==> src/rtl/pol_pkg.sv <==
// ----------------------------------------------------------------------------
// pol_pkg - shared types and constants for the positional ordered list
// Command and status codes, payload structs and size constants.
// ----------------------------------------------------------------------------
package pol_pkg;

  localparam int CAPACITY   = 16;
  localparam int DATA_WIDTH = 32;
  localparam int IDX_W      = (CAPACITY > 1) ? $clog2(CAPACITY) : 1;
  localparam int CNT_W      = 5;
  localparam int ELEM_W     = 32;

  typedef enum logic [2:0] {
    CMD_INS_HEAD = 3'd0,
    CMD_INS_TAIL = 3'd1,
    CMD_INS_POS  = 3'd2,
    CMD_DEL_HEAD = 3'd3,
    CMD_DEL_TAIL = 3'd4,
    CMD_DEL_POS  = 3'd5,
    CMD_DUMP     = 3'd6,
    CMD_NOP      = 3'd7
  } cmd_e;

  typedef enum logic [1:0] {
    ST_OK     = 2'd0,
    ST_FULL   = 2'd1,
    ST_EMPTY  = 2'd2,
    ST_BADPOS = 2'd3
  } status_e;

  typedef struct packed {
    logic [2:0]  cmd;
    logic [31:0] value;
    logic [4:0]  position;
  } in_t;

  typedef struct packed {
    logic [ELEM_W-1:0] element;
    logic              has_element;
    logic [CNT_W-1:0]  count;
    logic [1:0]        status;
    logic              last;
  } out_t;

endpackage

==> src/rtl/positional_ordered_list.sv <==
// ----------------------------------------------------------------------------
// positional_ordered_list - bounded ordered list with positional edits
// Inserts and deletes at head, tail or a 1-based position, and dumps the
// list head first, using one shared index unit under a small sequencer.
// ----------------------------------------------------------------------------
//
//  Channel  | Ports                        | Handshake
//  ---------+------------------------------+-------------------------------
//  command  | start, busy, in_item         | transfer when start & !busy
//  result   | out_valid, out_item          | no stall
//
//  Sequence: a refused command or no-op goes straight to S_OUT; an insert
//  moves entries up in S_INS from the tail down to the target and writes
//  the value, a delete closes the gap in S_DEL, and a dump walks the list
//  in S_OUT. One entry is moved per cycle through the store's read port and
//  write port. busy is high from the cycle after a transfer until the last
//  result has been shown. Reset (rst_n low, synchronous) empties the list;
//  the entry store itself is not cleared. The receiver cannot stall results.
//
module positional_ordered_list
  import pol_pkg::*;
(
  input  logic clk,
  input  logic rst_n,
  input  logic start,
  output logic busy,
  input  in_t  in_item,
  output logic out_valid,
  output out_t out_item
);

  typedef enum logic [3:0] {
    S_IDLE = 4'b0001,
    S_INS  = 4'b0010,
    S_DEL  = 4'b0100,
    S_OUT  = 4'b1000
  } state_e;

  // entry store: one read address, one write address per cycle
  logic [DATA_WIDTH-1:0] entries_r [CAPACITY];

  state_e                state_r, state_nxt;
  logic                  dump_r, dump_nxt;      // S_OUT walks the list
  logic [CNT_W-1:0]      occ_r, occ_nxt;
  logic [IDX_W-1:0]      ptr_r, ptr_nxt;        // shared walking index
  logic [IDX_W-1:0]      idx_r, idx_nxt;        // target index of edit
  logic [DATA_WIDTH-1:0] val_r, val_nxt;
  logic [1:0]            status_r, status_nxt;

  logic                  wr_en;
  logic [IDX_W-1:0]      wr_addr;
  logic [DATA_WIDTH-1:0] wr_data;
  logic [IDX_W-1:0]      rd_addr;
  logic [DATA_WIDTH-1:0] rd_data;

  // shared index unit: a step down, a step up and one compare against count
  logic [IDX_W-1:0]      ptr_dec, ptr_inc;
  logic [CNT_W:0]        ptr_plus1;
  logic                  ptr_more;              // ptr + 1 < count

  // command decode at transfer time
  logic                  accept;
  logic [CNT_W:0]        pos_ext, occ_ext;
  logic                  is_full, is_empty;
  logic [IDX_W-1:0]      pos_idx, occ_idx, tail_idx;

  assign accept   = start && (state_r == S_IDLE);
  assign busy     = (state_r != S_IDLE);

  assign ptr_dec   = ptr_r - IDX_W'(1);
  assign ptr_inc   = ptr_r + IDX_W'(1);
  assign ptr_plus1 = (CNT_W+1)'(ptr_r) + (CNT_W+1)'(1);
  assign ptr_more  = ptr_plus1 < (CNT_W+1)'(occ_r);

  assign pos_ext  = (CNT_W+1)'(in_item.position);
  assign occ_ext  = (CNT_W+1)'(occ_r);
  assign is_full  = occ_r >= CNT_W'(CAPACITY);
  assign is_empty = (occ_r == '0);
  assign pos_idx  = IDX_W'(in_item.position - 5'd1);
  assign occ_idx  = IDX_W'(occ_r);
  assign tail_idx = IDX_W'(occ_r - CNT_W'(1));

  // one read mux: ptr-1 while opening a gap, ptr+1 while closing one
  always_comb begin
    unique case (state_r)
      S_INS:   rd_addr = ptr_dec;
      S_DEL:   rd_addr = ptr_inc;
      default: rd_addr = ptr_r;
    endcase
  end
  assign rd_data = entries_r[rd_addr];

  always_comb begin
    state_nxt  = state_r;
    dump_nxt   = dump_r;
    occ_nxt    = occ_r;
    ptr_nxt    = ptr_r;
    idx_nxt    = idx_r;
    val_nxt    = val_r;
    status_nxt = status_r;
    wr_en      = 1'b0;
    wr_addr    = ptr_r;
    wr_data    = rd_data;

    unique case (state_r)
      S_IDLE: begin
        if (accept) begin
          val_nxt    = in_item.value[DATA_WIDTH-1:0];
          status_nxt = ST_OK;
          dump_nxt   = 1'b0;
          state_nxt  = S_OUT;
          case (in_item.cmd) inside
            CMD_INS_HEAD, CMD_INS_TAIL, CMD_INS_POS: begin
              // full is checked before the position
              if (is_full) begin
                status_nxt = ST_FULL;
              end else if (in_item.cmd == CMD_INS_POS &&
                           (in_item.position == '0 ||
                            pos_ext > occ_ext + (CNT_W+1)'(1))) begin
                status_nxt = ST_BADPOS;
              end else begin
                state_nxt = S_INS;
                ptr_nxt   = occ_idx;
                if (in_item.cmd == CMD_INS_HEAD)
                  idx_nxt = '0;
                else if (in_item.cmd == CMD_INS_TAIL)
                  idx_nxt = occ_idx;
                else
                  idx_nxt = pos_idx;
              end
            end
            CMD_DEL_HEAD, CMD_DEL_TAIL, CMD_DEL_POS: begin
              if (is_empty) begin
                status_nxt = ST_EMPTY;
              end else if (in_item.cmd == CMD_DEL_POS &&
                           (in_item.position == '0 || pos_ext > occ_ext)) begin
                status_nxt = ST_BADPOS;
              end else begin
                state_nxt = S_DEL;
                if (in_item.cmd == CMD_DEL_HEAD)
                  ptr_nxt = '0;
                else if (in_item.cmd == CMD_DEL_TAIL)
                  ptr_nxt = tail_idx;
                else
                  ptr_nxt = pos_idx;
              end
            end
            CMD_DUMP: begin
              if (is_empty) begin
                status_nxt = ST_EMPTY;
              end else begin
                dump_nxt = 1'b1;
                ptr_nxt  = '0;
              end
            end
            default: ;
          endcase
        end
      end

      S_INS: begin
        // move entries up one place from the tail down to the target
        wr_en = 1'b1;
        if (ptr_r > idx_r) begin
          ptr_nxt = ptr_dec;
        end else begin
          wr_data   = val_r;
          occ_nxt   = occ_r + CNT_W'(1);
          state_nxt = S_OUT;
        end
      end

      S_DEL: begin
        // close the gap from the target towards the tail
        if (ptr_more) begin
          wr_en   = 1'b1;
          ptr_nxt = ptr_inc;
        end else begin
          occ_nxt   = occ_r - CNT_W'(1);
          state_nxt = S_OUT;
        end
      end

      S_OUT: begin
        if (dump_r && ptr_more) begin
          ptr_nxt = ptr_inc;
        end else begin
          dump_nxt  = 1'b0;
          state_nxt = S_IDLE;
        end
      end

      default: state_nxt = S_IDLE;
    endcase
  end

  always_ff @(posedge clk) begin
    if (!rst_n) begin
      state_r <= S_IDLE;
      dump_r  <= 1'b0;
      occ_r   <= '0;
    end else begin
      state_r <= state_nxt;
      dump_r  <= dump_nxt;
      occ_r   <= occ_nxt;
    end
  end

  always_ff @(posedge clk) begin
    ptr_r    <= ptr_nxt;
    idx_r    <= idx_nxt;
    val_r    <= val_nxt;
    status_r <= status_nxt;
  end

  always_ff @(posedge clk) begin
    if (wr_en)
      entries_r[wr_addr] <= wr_data;
  end

  // results: a dump shows one entry per cycle, all else one status word
  assign out_valid            = (state_r == S_OUT);
  assign out_item.element     = dump_r ? ELEM_W'(rd_data) : '0;
  assign out_item.has_element = dump_r;
  assign out_item.count       = occ_r;
  assign out_item.status      = status_r;
  assign out_item.last        = !(dump_r && ptr_more);

  // ---------------------------------------------------------------------
  // checks
  // ---------------------------------------------------------------------
  a_occ_bound: assert property (@(posedge clk) disable iff (!rst_n)
    occ_r <= CNT_W'(CAPACITY))
    else $error("list count beyond capacity");

  a_accept_busy: assert property (@(posedge clk) disable iff (!rst_n)
    (start && !busy) |=> busy)
    else $error("transfer did not start a command");

  a_last_idle: assert property (@(posedge clk) disable iff (!rst_n)
    (out_valid && out_item.last) |=> !busy)
    else $error("sequencer still busy after final result");

  a_dump_ok: assert property (@(posedge clk) disable iff (!rst_n)
    (out_valid && out_item.has_element) |-> (out_item.status == ST_OK))
    else $error("dump entry with non-ok status");

endmodule

==> config.mk <==
export PLATFORM = sky130hd
export DESIGN_NAME = positional_ordered_list
export DESIGN_NICKNAME = d
export VERILOG_FILES = /design/src/rtl/pol_pkg.sv /design/src/rtl/positional_ordered_list.sv
export SDC_FILE = /design/constraint.sdc
export NUM_CORES = 1
export LEC_CHECK = 0
export BUFFER_PORTS_ARGS = -buffer_cell sky130_fd_sc_hd__buf_2
export CAP_MARGIN = 20
export CORE_ASPECT_RATIO = 1.1
export CORE_MARGIN = 5
export CORE_UTILIZATION = 45
export DETAILED_ROUTE_END_ITERATION = 6
export HOLD_SLACK_MARGIN = 0.06
export SETUP_SLACK_MARGIN = 0.1
export SLEW_MARGIN = 20
export SYNTH_ARGS = -nofsm -noshare
export SYNTH_HDL_FRONTEND = slang
export SYNTH_SLANG_ARGS = --single-unit
==> constraint.sdc <==
create_clock -name clk -period 9.11 [get_ports clk]
set_input_delay 1.822 -clock clk [delete_from_list [all_inputs] [get_ports clk]]
set_output_delay 1.822 -clock clk [all_outputs]
set_load 0.03 [all_outputs]
==> results of run 1 <==
[worst reg2reg max path, stage by stage (launching register included)]
cell                       delay (ps)
sky130_fd_sc_hd__edfxtp_1         330
sky130_fd_sc_hd__buf_4            680
sky130_fd_sc_hd__ha_1             520
sky130_fd_sc_hd__nand3b_1         170
sky130_fd_sc_hd__a21oi_2          390
sky130_fd_sc_hd__mux2i_1          160
sky130_fd_sc_hd__a22oi_2          860
sky130_fd_sc_hd__buf_4            540
sky130_fd_sc_hd__o32ai_1          160
sky130_fd_sc_hd__a221o_1          340
sky130_fd_sc_hd__mux2_2           430
[cell usage after synthesis, types with 5 or more instances]
master and number:
sky130_fd_sc_hd__nor3_1 25, sky130_fd_sc_hd__mux2i_1 201, sky130_fd_sc_hd__buf_1 8, sky130_fd_sc_hd__dfxtp_1 10
sky130_fd_sc_hd__o21a_1 8, sky130_fd_sc_hd__a311oi_1 9, sky130_fd_sc_hd__xor2_1 5, sky130_fd_sc_hd__a211o_1 44
sky130_fd_sc_hd__buf_4 16, sky130_fd_sc_hd__mux2_2 17, sky130_fd_sc_hd__o211ai_1 7, sky130_fd_sc_hd__or3_1 7
sky130_fd_sc_hd__nor2b_1 54, sky130_fd_sc_hd__a211oi_1 71, sky130_fd_sc_hd__nand2b_1 11, sky130_fd_sc_hd__inv_1 20
sky130_fd_sc_hd__nand2_1 178, sky130_fd_sc_hd__ha_1 26, sky130_fd_sc_hd__nand3_1 21, sky130_fd_sc_hd__buf_2 24
sky130_fd_sc_hd__nor2_1 43, sky130_fd_sc_hd__a31oi_1 37, sky130_fd_sc_hd__nand4_1 9, sky130_fd_sc_hd__a21oi_1 76
sky130_fd_sc_hd__xnor2_1 8, sky130_fd_sc_hd__a32oi_1 25, sky130_fd_sc_hd__a41oi_1 22, sky130_fd_sc_hd__o21ai_0 19
sky130_fd_sc_hd__clkbuf_1 66, sky130_fd_sc_hd__and2_1 28, sky130_fd_sc_hd__or4_1 5, sky130_fd_sc_hd__o311a_1 5
sky130_fd_sc_hd__edfxtp_1 554
[final timing paths]
path	from	endpoint	cells after the start	slack (ps)
setup / recovery	ptr_r[0]	out_item[37]	11	2170
hold / removal	occ_r[4]	occ_r[4]	2	610
setup reg to reg	ptr_r[0]	entries_r[14][28]	10	4210
hold reg to reg	occ_r[4]	occ_r[4]	2	610
[kinds of logic after synthesis]
group / synth area share, %
xor+xnor: 0.5692
fa+ha+maj: 1.310
compound gates: 10.73
flops: 67.78
simple gates: 8.100
mux: 8.986
buf+inv: 2.524
[state kept, by name (all words and copies together) (netlist names)]
name and count:
dump_r 1, entries_r 512, idx_r 4, occ_r 5, ptr_r 4, state_r 4, status_r 2, val_r 32
[routing by layer]
metal / track usage (%) / wire (µm) / up-vias
met2: 32.95 / 30330 / 424
met3: 2.810 / 2808 / 107
met5: 0 / 0 / -
li1: - / - / 6882
met1: 26.80 / 26480 / 7579
met4: 7.587 / 1846 / 0
[area by class of cell]
type                    instances  area [µm²]  share of cell area, %
inverters                      20       75.07                 0.2692
multi-input cells            1032        7631                  27.36
well taps                     736       920.9                  3.302
clock buffers                  76        1486                  5.330
flip-flops and latches        564       16840                  60.37
clock inverters                23       221.5                 0.7941
repair buffers                119       718.2                  2.575
[power groups by stage]
stage | registers [mW] | logic, mW | clock network (mW)
2_1_floorplan | 2.98 | 0.258 | 0
5_1_grt | 2.93 | 0.409 | 2.34
3_3_place_gp | 2.99 | 0.354 | 0
6_report | 2.93 | 0.375 | 2.17
3_5_place_dp | 2.99 | 0.365 | 0
4_1_cts | 2.93 | 0.366 | 2.22
==> metrics.txt, run 1 <==
cell area after layout=between 20,000 and 30,000 µm²; MaxCap Viol Count=0; number of vias in the routed layout=about 15k; post-CTS setup-driven buffer insertion count=0; # nets final=around 1.9k; DRT Pass-1 Iters=5; most instantiated flip-flop cell in the synthesis netlist=sky130_fd_sc_hd__edfxtp_1; pin count of the biggest net entering global routing=about 190; Placed Cells incl. Taps=between 2k and 2.5k; number of H-tree branching levels=2; share of final-layout standard cells stronger than drive strength 1=between 10% and 20%; most frequent standard cell in the layout excluding fill and tap cells=sky130_fd_sc_hd__edfxtp_1; dominant delay contributor by cell family on the critical path=compound AO/OA/AOI/OAI gates; sequence of cells on the critical path=buf_4, ha_1, nand3b_1, a21oi_2, mux2i_1, a22oi_2, buf_4, o32ai_1, a221o_1, and2_1, buf_2; Worst Hold Class=reg2reg; Peak supply drop=about 0.00014 V; library cells used by synthesis=slightly below 80; routability-driven placement congestion ratio=between 0.8 and 0.9; vias in the first global route=~15k; die height=256.4 µm; hold violation total from the final report=0; quantity of hold-fixing buffers added after cts=0; CP Launch Type=flop; starting density of the core=between 40% and 50%; Sw Pwr=1.193 mW; count of buffers inserted at the top-level ports=85; fraction of synthesis flops using an asynchronous set or reset pin=0%; die outline area=60,010 µm²; CP endpoint kind=primary output; power density over the cells=about 200 nW/µm²; maximum operating frequency=0.1440 GHz; share of power burned in registers=between 50% and 60%; portion of the post-synthesis area used by sequential elements=about two thirds; residual DRC count=0; clock power share=39.6%; start-to-end type of the worst setup path=reg2out; violation count after the first detailed-routing iteration=~1.4k; CP max stage delay=860 ps; run status=complete, no violations; share of total power in combinational logic=approximately 7%; Period minus WS final=6944 ps; Worst Path Arrival=5120 ps; Clock Pin Slew Worst Setup and Hold Paths=around 60 ps; static leakage=9.691 nW; Least-Margin Pin Slew=between 1000 and 1500 ps; core region area=about 55,000 µm²; post-route antenna net violation count=0; worst slew slack as a fraction of its limit=roughly a quarter; internal power component=between 4 and 5 mW; largest cells by area after synthesis=sky130_fd_sc_hd__edfxtp_1 67%, sky130_fd_sc_hd__mux2i_1 8.1%, sky130_fd_sc_hd__nand2_1 2.7%; global-route wire length before repair=just over 90,000 µm; CP most frequent cell=sky130_fd_sc_hd__buf_4; CTS buffer count=56; crit path setup slack, layout=between 2000 and 2500 ps; net count after synthesis=1,802; number of antenna diodes=0; non-filler cells in the finished layout=roughly 2.6k; Post-synth EDFFs=around 550; via/cell ratio=between 5 and 6; post-detail-place hpwl=32,860 µm; Horiz. Die Dim=about 230 µm; TritonCTS clock tree=built; CTS sink count=between 500 and 600; Area growth syn-to-layout=12.28%; FILL cells=approximately 4.6k; net switching fraction of the power=about 22%; Yosys Warn Count=0; data required time of the critical path=roughly 7300 ps; final max-slew violation count=0; leading cell types in the layout, fill and taps excluded=554 x sky130_fd_sc_hd__edfxtp_1, 201 x sky130_fd_sc_hd__mux2i_1, 177 x sky130_fd_sc_hd__nand2_1, 85 x sky130_fd_sc_hd__buf_2, 76 x sky130_fd_sc_hd__a21oi_1; Design Power=~5.5 mW; crit share post-route=between 70% and 80%; final setup TNS=0 ps; number of buffer and inverter instances along the worst setup path=3; average instance area after synthesis=14.33 µm²; count of boundary I/O pins=86; Placed Instance Area=between 20,000 and 30,000 µm²; clk_lat worst skew=approximately 600 ps; maximum clock insertion buffer count=3; Max FO, Critical Path=90; post-CTS resize count=0; share of the core filled with cells in the final layout=approximately 51%; std cell rows=90; number of standard cells after synthesis=between 1.5k and 2k; final number of setup-violating endpoints=0; setup repair after global routing missed its margin=no; pre-CTS setup slack=2846 ps; Root Buffer Master=sky130_fd_sc_hd__clkbuf_16; Avg WL per Cell=approximately 24 µm; post-synthesis cell type with the largest combined area=sky130_fd_sc_hd__edfxtp_1; slowest cell on the critical path=sky130_fd_sc_hd__a22oi_2; initial antenna violation count=0; overflow left after global routing=0; final hold slack=slightly above 600 ps; final WL=about 60,000 µm; register bit count reported by yosys=564; Final Skew=between 10 and 15 ps; portion of synthesized cell area occupied by the leading cell type=between 60 and 70%; overall routing resource usage=19.92%; combined area of all synthesized cells=around 25,000 µm²
(Power assumes the default switching activity.)
==> run 2, diff against run 1 <==
==> constraint.sdc (replaced) <==
create_clock -name clk -period 5.75 [get_ports clk]
set_input_delay 1.15 -clock clk [delete_from_list [all_inputs] [get_ports clk]]
set_output_delay 1.15 -clock clk [all_outputs]
set_load 0.03 [all_outputs]
==> run 2 against run 1 <==
  * Combinational power rose by 63%
  * Power rose by 61%
  * Non-clock buffer count rose by 31
  * Sequential power grew 59%
  * Clock skew rose by 16 ps
  * Register-to-register slack worse by 3100 ps
  * Core utilization increased by 0.60 points
  * Clock-buffer cell count fell by 7
  * Cell area up 1.2%
  * Worst hold slack improved by 18 ps
  * Clock power grew 64%
  * Die area stayed put
==> metrics.txt, run 2 (synthesis results as in run 1) <==
TritonCTS clock tree=built; worst slew slack as a fraction of its limit=23.61% (-1.2 points); Placed Instance Area=26,260 µm² (+1.0%); combined area of the multi-input logic cells=7614 µm² (-0.23%); residual DRC count=0 (unchanged); count of boundary I/O pins=86 (unchanged); setup repair after global routing missed its margin=yes; CP Launch Type=flop; Avg WL per Cell=24.33 µm (+1.8%); start-to-end type of the worst setup path=reg2out; final setup TNS=0 ps (unchanged); registers with the most flip-flops=entries_r x512, val_r x32, occ_r x5; Final Skew=28.01 ps (+15.94 ps); number of H-tree branching levels=2 (unchanged); CP endpoint kind=primary output; die height=256.4 µm (unchanged); die outline area=60,010 µm² (unchanged); Reg area=16,840 µm² (unchanged); FILL cells=4,614 (-0.37%); startpoint of the worst-slack reg-to-reg timing path=ptr_r[1]; slowest cell on the critical path=sky130_fd_sc_hd__o2bb2ai_4; cell area after layout=28,220 µm² (+1.2%); Horiz. Die Dim=234.0 µm (unchanged); hold violation total from the final report=0 (unchanged); share of power burned in registers=52.8% (-0.7 points); std cell rows=90 (unchanged); # nets final=1,893 (+1.7%); end of the worst register-to-register path=entries_r[3][0]; pin count of the biggest net entering global routing=91 (-52%); Largest Register=entries_r; core region area=54,730 µm² (unchanged); Peak supply drop=0.0002178 V (+58%); worst hold path depth=2 (unchanged); number of antenna diodes=0 (unchanged); routability-driven placement congestion ratio=0.8506 (-2.3%); launch point of the worst hold path=occ_r[4]; final number of setup-violating endpoints=0 (unchanged); DRT Pass-1 Iters=5 (unchanged); Sw Pwr=1.953 mW (+64%); static leakage=9.896 nW (+2.1%); number of cell instances on the worst register-to-register path=11 (+1); Worst Hold Class=reg2reg; endpoint of the worst hold path=occ_r[4]; internal power component=6.855 mW (+60%); sequence of cells on the critical path=inv_1, ha_1, nand3b_1, a21oi_2, nand2_1, o2bb2ai_4, a32oi_1, a31oi_1, buf_2; Least-Margin Pin Slew=1142 ps (+13.68 ps); Root Buffer Master=sky130_fd_sc_hd__clkbuf_16; most frequent standard cell in the layout excluding fill and tap cells=sky130_fd_sc_hd__edfxtp_1; leading cell types in the layout, fill and taps excluded=554 x sky130_fd_sc_hd__edfxtp_1, 201 x sky130_fd_sc_hd__mux2i_1, 177 x sky130_fd_sc_hd__nand2_1, 85 x sky130_fd_sc_hd__buf_2, 76 x sky130_fd_sc_hd__a21oi_1; global-route wire length before repair=94,810 µm (+3.9%); Clock Pin Slew Worst Setup and Hold Paths=60 ps (about the same); maximum operating frequency=0.1800 GHz; starting density of the core=45.39% (unchanged); Placed Cells incl. Taps=2,496 (+1.1%); share of final-layout standard cells stronger than drive strength 1=16.06% (+1.3 points); run status=complete, no violations; CP max stage delay=890 ps (+30 ps); final WL=63,360 µm (+3.1%); maximum clock insertion buffer count=3 (unchanged); overall routing resource usage=20.64% (+0.71 points); quantity of hold-fixing buffers added after cts=0 (unchanged); crit share post-route=a little over nine tenths; Period minus WS final=about 5600 ps; number of vias in the routed layout=15.34k (+2.3%); clk_lat worst skew=610 ps (about the same); share of the core filled with cells in the final layout=51.56% (+0.60 points); power density over the cells=312.2 nW/µm² (+59%); vias in the first global route=15.04k (+0.18%); data required time of the critical path=4600 ps (-2690 ps); register-to-register setup slack=1140 ps (-3070 ps); CTS buffer count=56 (unchanged); via/cell ratio=5.890 (+0.97%); overflow left after global routing=0 (unchanged); post-route antenna net violation count=0 (unchanged); net switching fraction of the power=22.17% (+0.42 points); number of flip-flops in the largest register=512 (unchanged); count of buffers inserted at the top-level ports=85 (unchanged); share of total power in combinational logic=6.9% (about the same); post-detail-place hpwl=35,860 µm (+9.1%); final max-slew violation count=0 (unchanged); violation count after the first detailed-routing iteration=1,382 (-2.3%); CTS sink count=564 (unchanged); Worst Path Arrival=4410 ps (-710 ps); MaxCap Viol Count=0 (unchanged); non-filler cells in the finished layout=2,604 (+1.3%); Area growth syn-to-layout=13.59%; clock power share=40.3% (+0.7 points); final hold slack=628.7 ps (+17.95 ps); Max FO, Critical Path=26 (-71%); initial antenna violation count=0 (unchanged)
[run 2: how the worst max path moves through the flow]
stage                   from      endpoint  slack (ps)  cells past startpoint
detailed placement  ptr_r[1]  out_item[37]         870                     11
global placement    ptr_r[1]  out_item[37]         920                     11
finish              ptr_r[1]  out_item[18]         190                      9
CTS                 ptr_r[1]  out_item[37]         210                     11
global route        ptr_r[1]  out_item[18]          50                      9
floorplan           ptr_r[0]  out_item[35]         190                     16
[run 2: per-layer routing]
| metal | part of all wire (%) | track usage [%] | vias up |
|---|---|---|---|
| li1 | - | - | 6936 |
| met1 | 43 | 29.08 | 7738 |
| met2 | 48 | 33.34 | 528 |
| met3 | 5.3 | 3.010 | 135 |
| met4 | 3.1 | 6.445 | 0 |
| met5 | 0 | 0 | - |
[run 2: critical path, delay by kind of cell (launching register included)]
kind	cells	cell delay, ps
buffers and inverters	2	590
DFF	1	560
adders and majority gates	1	360
AOI/OAI and AO/OA	4	1950
and+or+nand+nor	2	330
[run 2: area by class of cell]
class,instances,share of cell area (%)
Timing Repair Buffer,150,3.592
Sequential cell,564,59.67
Clock buffer,69,5.215
Tap cell,736,3.264
Clock inverter,33,1.002
Multi-Input combinational cell,1032,26.98
Inverter,20,0.2749
[run 2: what timing repair did]
item                       4_1_cts  5_1_grt
buffers inserted                 0        6
resized for setup                0        0
setup endpoints to repair        0        9
hold endpoints to repair         0        0
[run 2: power by group through the flow]
stage	clock (mW)	combinational, mW	sequential, mW
floorplan	0	0.409	4.73
global placement	0	0.579	4.74
detailed placement	0	0.595	4.74
CTS	3.62	0.596	4.65
global route	3.78	0.665	4.65
finish	3.55	0.611	4.65
[run 2: per-stage QoR]
| stage | total power, mW | setup slack, ps |
|---|---|---|
| 6_report | 8.808 | 193.7 |
| 5_1_grt | 9.096 | 47.60 |
| 4_1_cts | 8.865 | 206.4 |
| 3_5_place_dp | 5.330 | 868.8 |
| 3_3_place_gp | 5.314 | 922.5 |
| 2_1_floorplan | 5.135 | 186.6 |
==> run 3, diff against run 2 <==
--- a/config.mk
+++ b/config.mk
@@ -5,7 +5,7 @@
 export SDC_FILE = /design/constraint.sdc
 export NUM_CORES = 1
 export LEC_CHECK = 0
-export BUFFER_PORTS_ARGS = -buffer_cell sky130_fd_sc_hd__buf_2
+export BUFFER_PORTS_ARGS = -buffer_cell sky130_fd_sc_hd__clkbuf_2
 export CAP_MARGIN = 20
 export CORE_ASPECT_RATIO = 1.1
 export CORE_MARGIN = 5
==> run 3 against run 2 <==
  * First-iteration DRC count is 8.5% lower
  * Fmax about the same
  * Clock power fell by 6.5%
==> metrics.txt, run 3 (synthesis results as in run 1) <==
DRT Pass-1 Iters=7 (+2); Design Power=8.576 mW (-2.6%); # nets final=1,879 (-0.74%); core region area=54,730 µm² (unchanged); Root Buffer Master=sky130_fd_sc_hd__clkbuf_16; Period minus WS final=5551 ps (-5.439 ps); die outline area=60,010 µm² (unchanged); run status=complete, no violations; MaxCap Viol Count=0 (unchanged); Peak supply drop=0.0002288 V (+5.0%); CTS sink count=564 (unchanged); Final Skew=14.44 ps (-13.58 ps); data required time of the critical path=4600 ps (about the same); Least-Margin Pin Slew=1068 ps (-73.44 ps); registers with the most flip-flops=entries_r x512, val_r x32, occ_r x5; overall routing resource usage=20.53% (-0.11 points); share of total power in combinational logic=7.1% (+0.2 points); Worst Path Arrival=4400 ps (about the same); Largest Register=entries_r; number of flip-flops in the largest register=512 (unchanged); Worst Hold Class=reg2reg; post-route antenna net violation count=0 (unchanged); initial antenna violation count=1 (+1); share of power burned in registers=54.2% (+1.4 points); post-CTS resize count=0 (unchanged); most frequent standard cell in the layout excluding fill and tap cells=sky130_fd_sc_hd__edfxtp_1; TritonCTS clock tree=built; post-CTS setup-driven buffer insertion count=0 (unchanged); Area growth syn-to-layout=12.58%; die height=256.4 µm (unchanged); final WL=62,170 µm (-1.9%); Avg WL per Cell=24.00 µm (-1.4%); maximum operating frequency=0.1802 GHz (about the same); clk_lat worst skew=610 ps (about the same); count of boundary I/O pins=86 (unchanged); final max-slew violation count=0 (unchanged); routability-driven placement congestion ratio=0.8624 (+1.4%); setup repair after global routing missed its margin=yes; Max FO, Critical Path=20 (-23%); final setup TNS=0 ps (unchanged); CP endpoint kind=primary output; violation count after the first detailed-routing iteration=1,264 (-8.5%); hold violation total from the final report=0 (unchanged); maximum clock insertion buffer count=3 (unchanged); Sw Pwr=1.942 mW (-0.56%); internal power component=6.634 mW (-3.2%); worst slew slack as a fraction of its limit=28.68% (+5.1 points); overflow left after global routing=0 (unchanged); number of vias in the routed layout=15.13k (-1.3%); residual DRC count=0 (unchanged); starting density of the core=45.39% (unchanged); final hold slack=599.9 ps (-28.79 ps); via/cell ratio=5.840 (-0.84%); CTS buffer count=55 (-1.8%); number of H-tree branching levels=2 (unchanged); leading cell types in the layout, fill and taps excluded=554 x sky130_fd_sc_hd__edfxtp_1, 201 x sky130_fd_sc_hd__mux2i_1, 177 x sky130_fd_sc_hd__nand2_1, 85 x sky130_fd_sc_hd__clkbuf_2, 76 x sky130_fd_sc_hd__a21oi_1; power density over the cells=306.7 nW/µm² (-1.8%); quantity of hold-fixing buffers added after cts=0 (unchanged); clock power share=38.8% (-1.5 points); global-route wire length before repair=94,300 µm (-0.53%); final number of setup-violating endpoints=0 (unchanged); Clock Pin Slew Worst Setup and Hold Paths=60 ps (about the same); post-detail-place hpwl=34,930 µm (-2.6%); std cell rows=90 (unchanged); share of final-layout standard cells stronger than drive strength 1=15.48% (-0.58 points); static leakage=9.740 nW (-1.6%); CP Launch Type=flop; net switching fraction of the power=22.64% (+0.47 points); Horiz. Die Dim=234.0 µm (unchanged); count of buffers inserted at the top-level ports=85 (unchanged); crit share post-route=96.54% (about the same); start-to-end type of the worst setup path=reg2out; pin count of the biggest net entering global routing=98 (+7.7%); vias in the first global route=15.18k (+0.94%)
-- run 3: changes by cell type in the layout (fill, tap and decap cells not counted), moves of 3 or more --
cell and change:
sky130_fd_sc_hd__clkinvlp_4 +3, sky130_fd_sc_hd__clkinv_1 -4, sky130_fd_sc_hd__bufinv_16 -5, sky130_fd_sc_hd__buf_4 -11, sky130_fd_sc_hd__clkinv_2 +6, sky130_fd_sc_hd__clkbuf_2 +85
sky130_fd_sc_hd__buf_2 -85
-- run 3: per-layer routing --
metal / GRT usage (%) / vias to the layer above / routed length (µm)
met1: 27.92 / 7645 / 26350
met3: 3.087 / 127 / 3162
met2: 34.59 / 432 / 30890
li1: - / 6928 / -
met5: 0 / - / 0
met4: 5.564 / 0 / 1771
-- run 3: worst max-delay path, cell delays in order (launching register included) --
cell and delay (ps):
sky130_fd_sc_hd__edfxtp_1 550, sky130_fd_sc_hd__inv_1 230, sky130_fd_sc_hd__ha_1 380, sky130_fd_sc_hd__and3b_1 200, sky130_fd_sc_hd__o21ai_1 270, sky130_fd_sc_hd__a21boi_4 810, sky130_fd_sc_hd__buf_4 380, sky130_fd_sc_hd__nor3_1 100
sky130_fd_sc_hd__o32ai_1 290, sky130_fd_sc_hd__a221o_1 220, sky130_fd_sc_hd__and2_1 150, sky130_fd_sc_hd__clkbuf_2 200
-- run 3: final cells by class --
cell class	instances	area, µm²
Antenna cell	1	2.502
Clock buffer	70	1475
Clock inverter	31	163.9
Fill cell	4652	26760
Inverter	20	75.07
Multi-Input combinational cell	1032	7601
Sequential cell	564	16840
Tap cell	736	920.9
Timing Repair Buffer	137	890.9
-- run 3: metrics by stage --
| step | cells | area (µm²) | utilization [%] | setup slack (ps) |
|---|---|---|---|---|
| finish | 2591 | 27970 | 51.10 | 199.1 |
| global route | 2591 | 27970 | 51.10 | 61.52 |
| CTS | 2588 | 27810 | 50.81 | 222.4 |
| detailed placement | 2487 | 26170 | 47.81 | 898.1 |
| global placement | 2487 | 26160 | 47.81 | 935.8 |
| floorplan | 1733 | 24840 | - | 186.6 |
-- run 3: power groups by stage --
| stage | combinational (mW) | clock, mW | sequential, mW |
|---|---|---|---|
| after floorplan | 0.409 | 0 | 4.73 |
| after global placement | 0.581 | 0 | 4.73 |
| after detailed placement | 0.597 | 0 | 4.73 |
| after CTS | 0.598 | 3.39 | 4.65 |
| after global routing | 0.665 | 3.57 | 4.64 |
| final | 0.608 | 3.32 | 4.64 |
-- run 3: worst paths after layout --
check                              start               end  slack (ps)  cells after the start
worst max register to register  ptr_r[1]  entries_r[9][26]        1260                     11
worst min-delay path            occ_r[4]          occ_r[4]         600                      2
worst min register to register  occ_r[4]          occ_r[4]         600                      2
worst max-delay path            ptr_r[1]      out_item[37]         200                     11
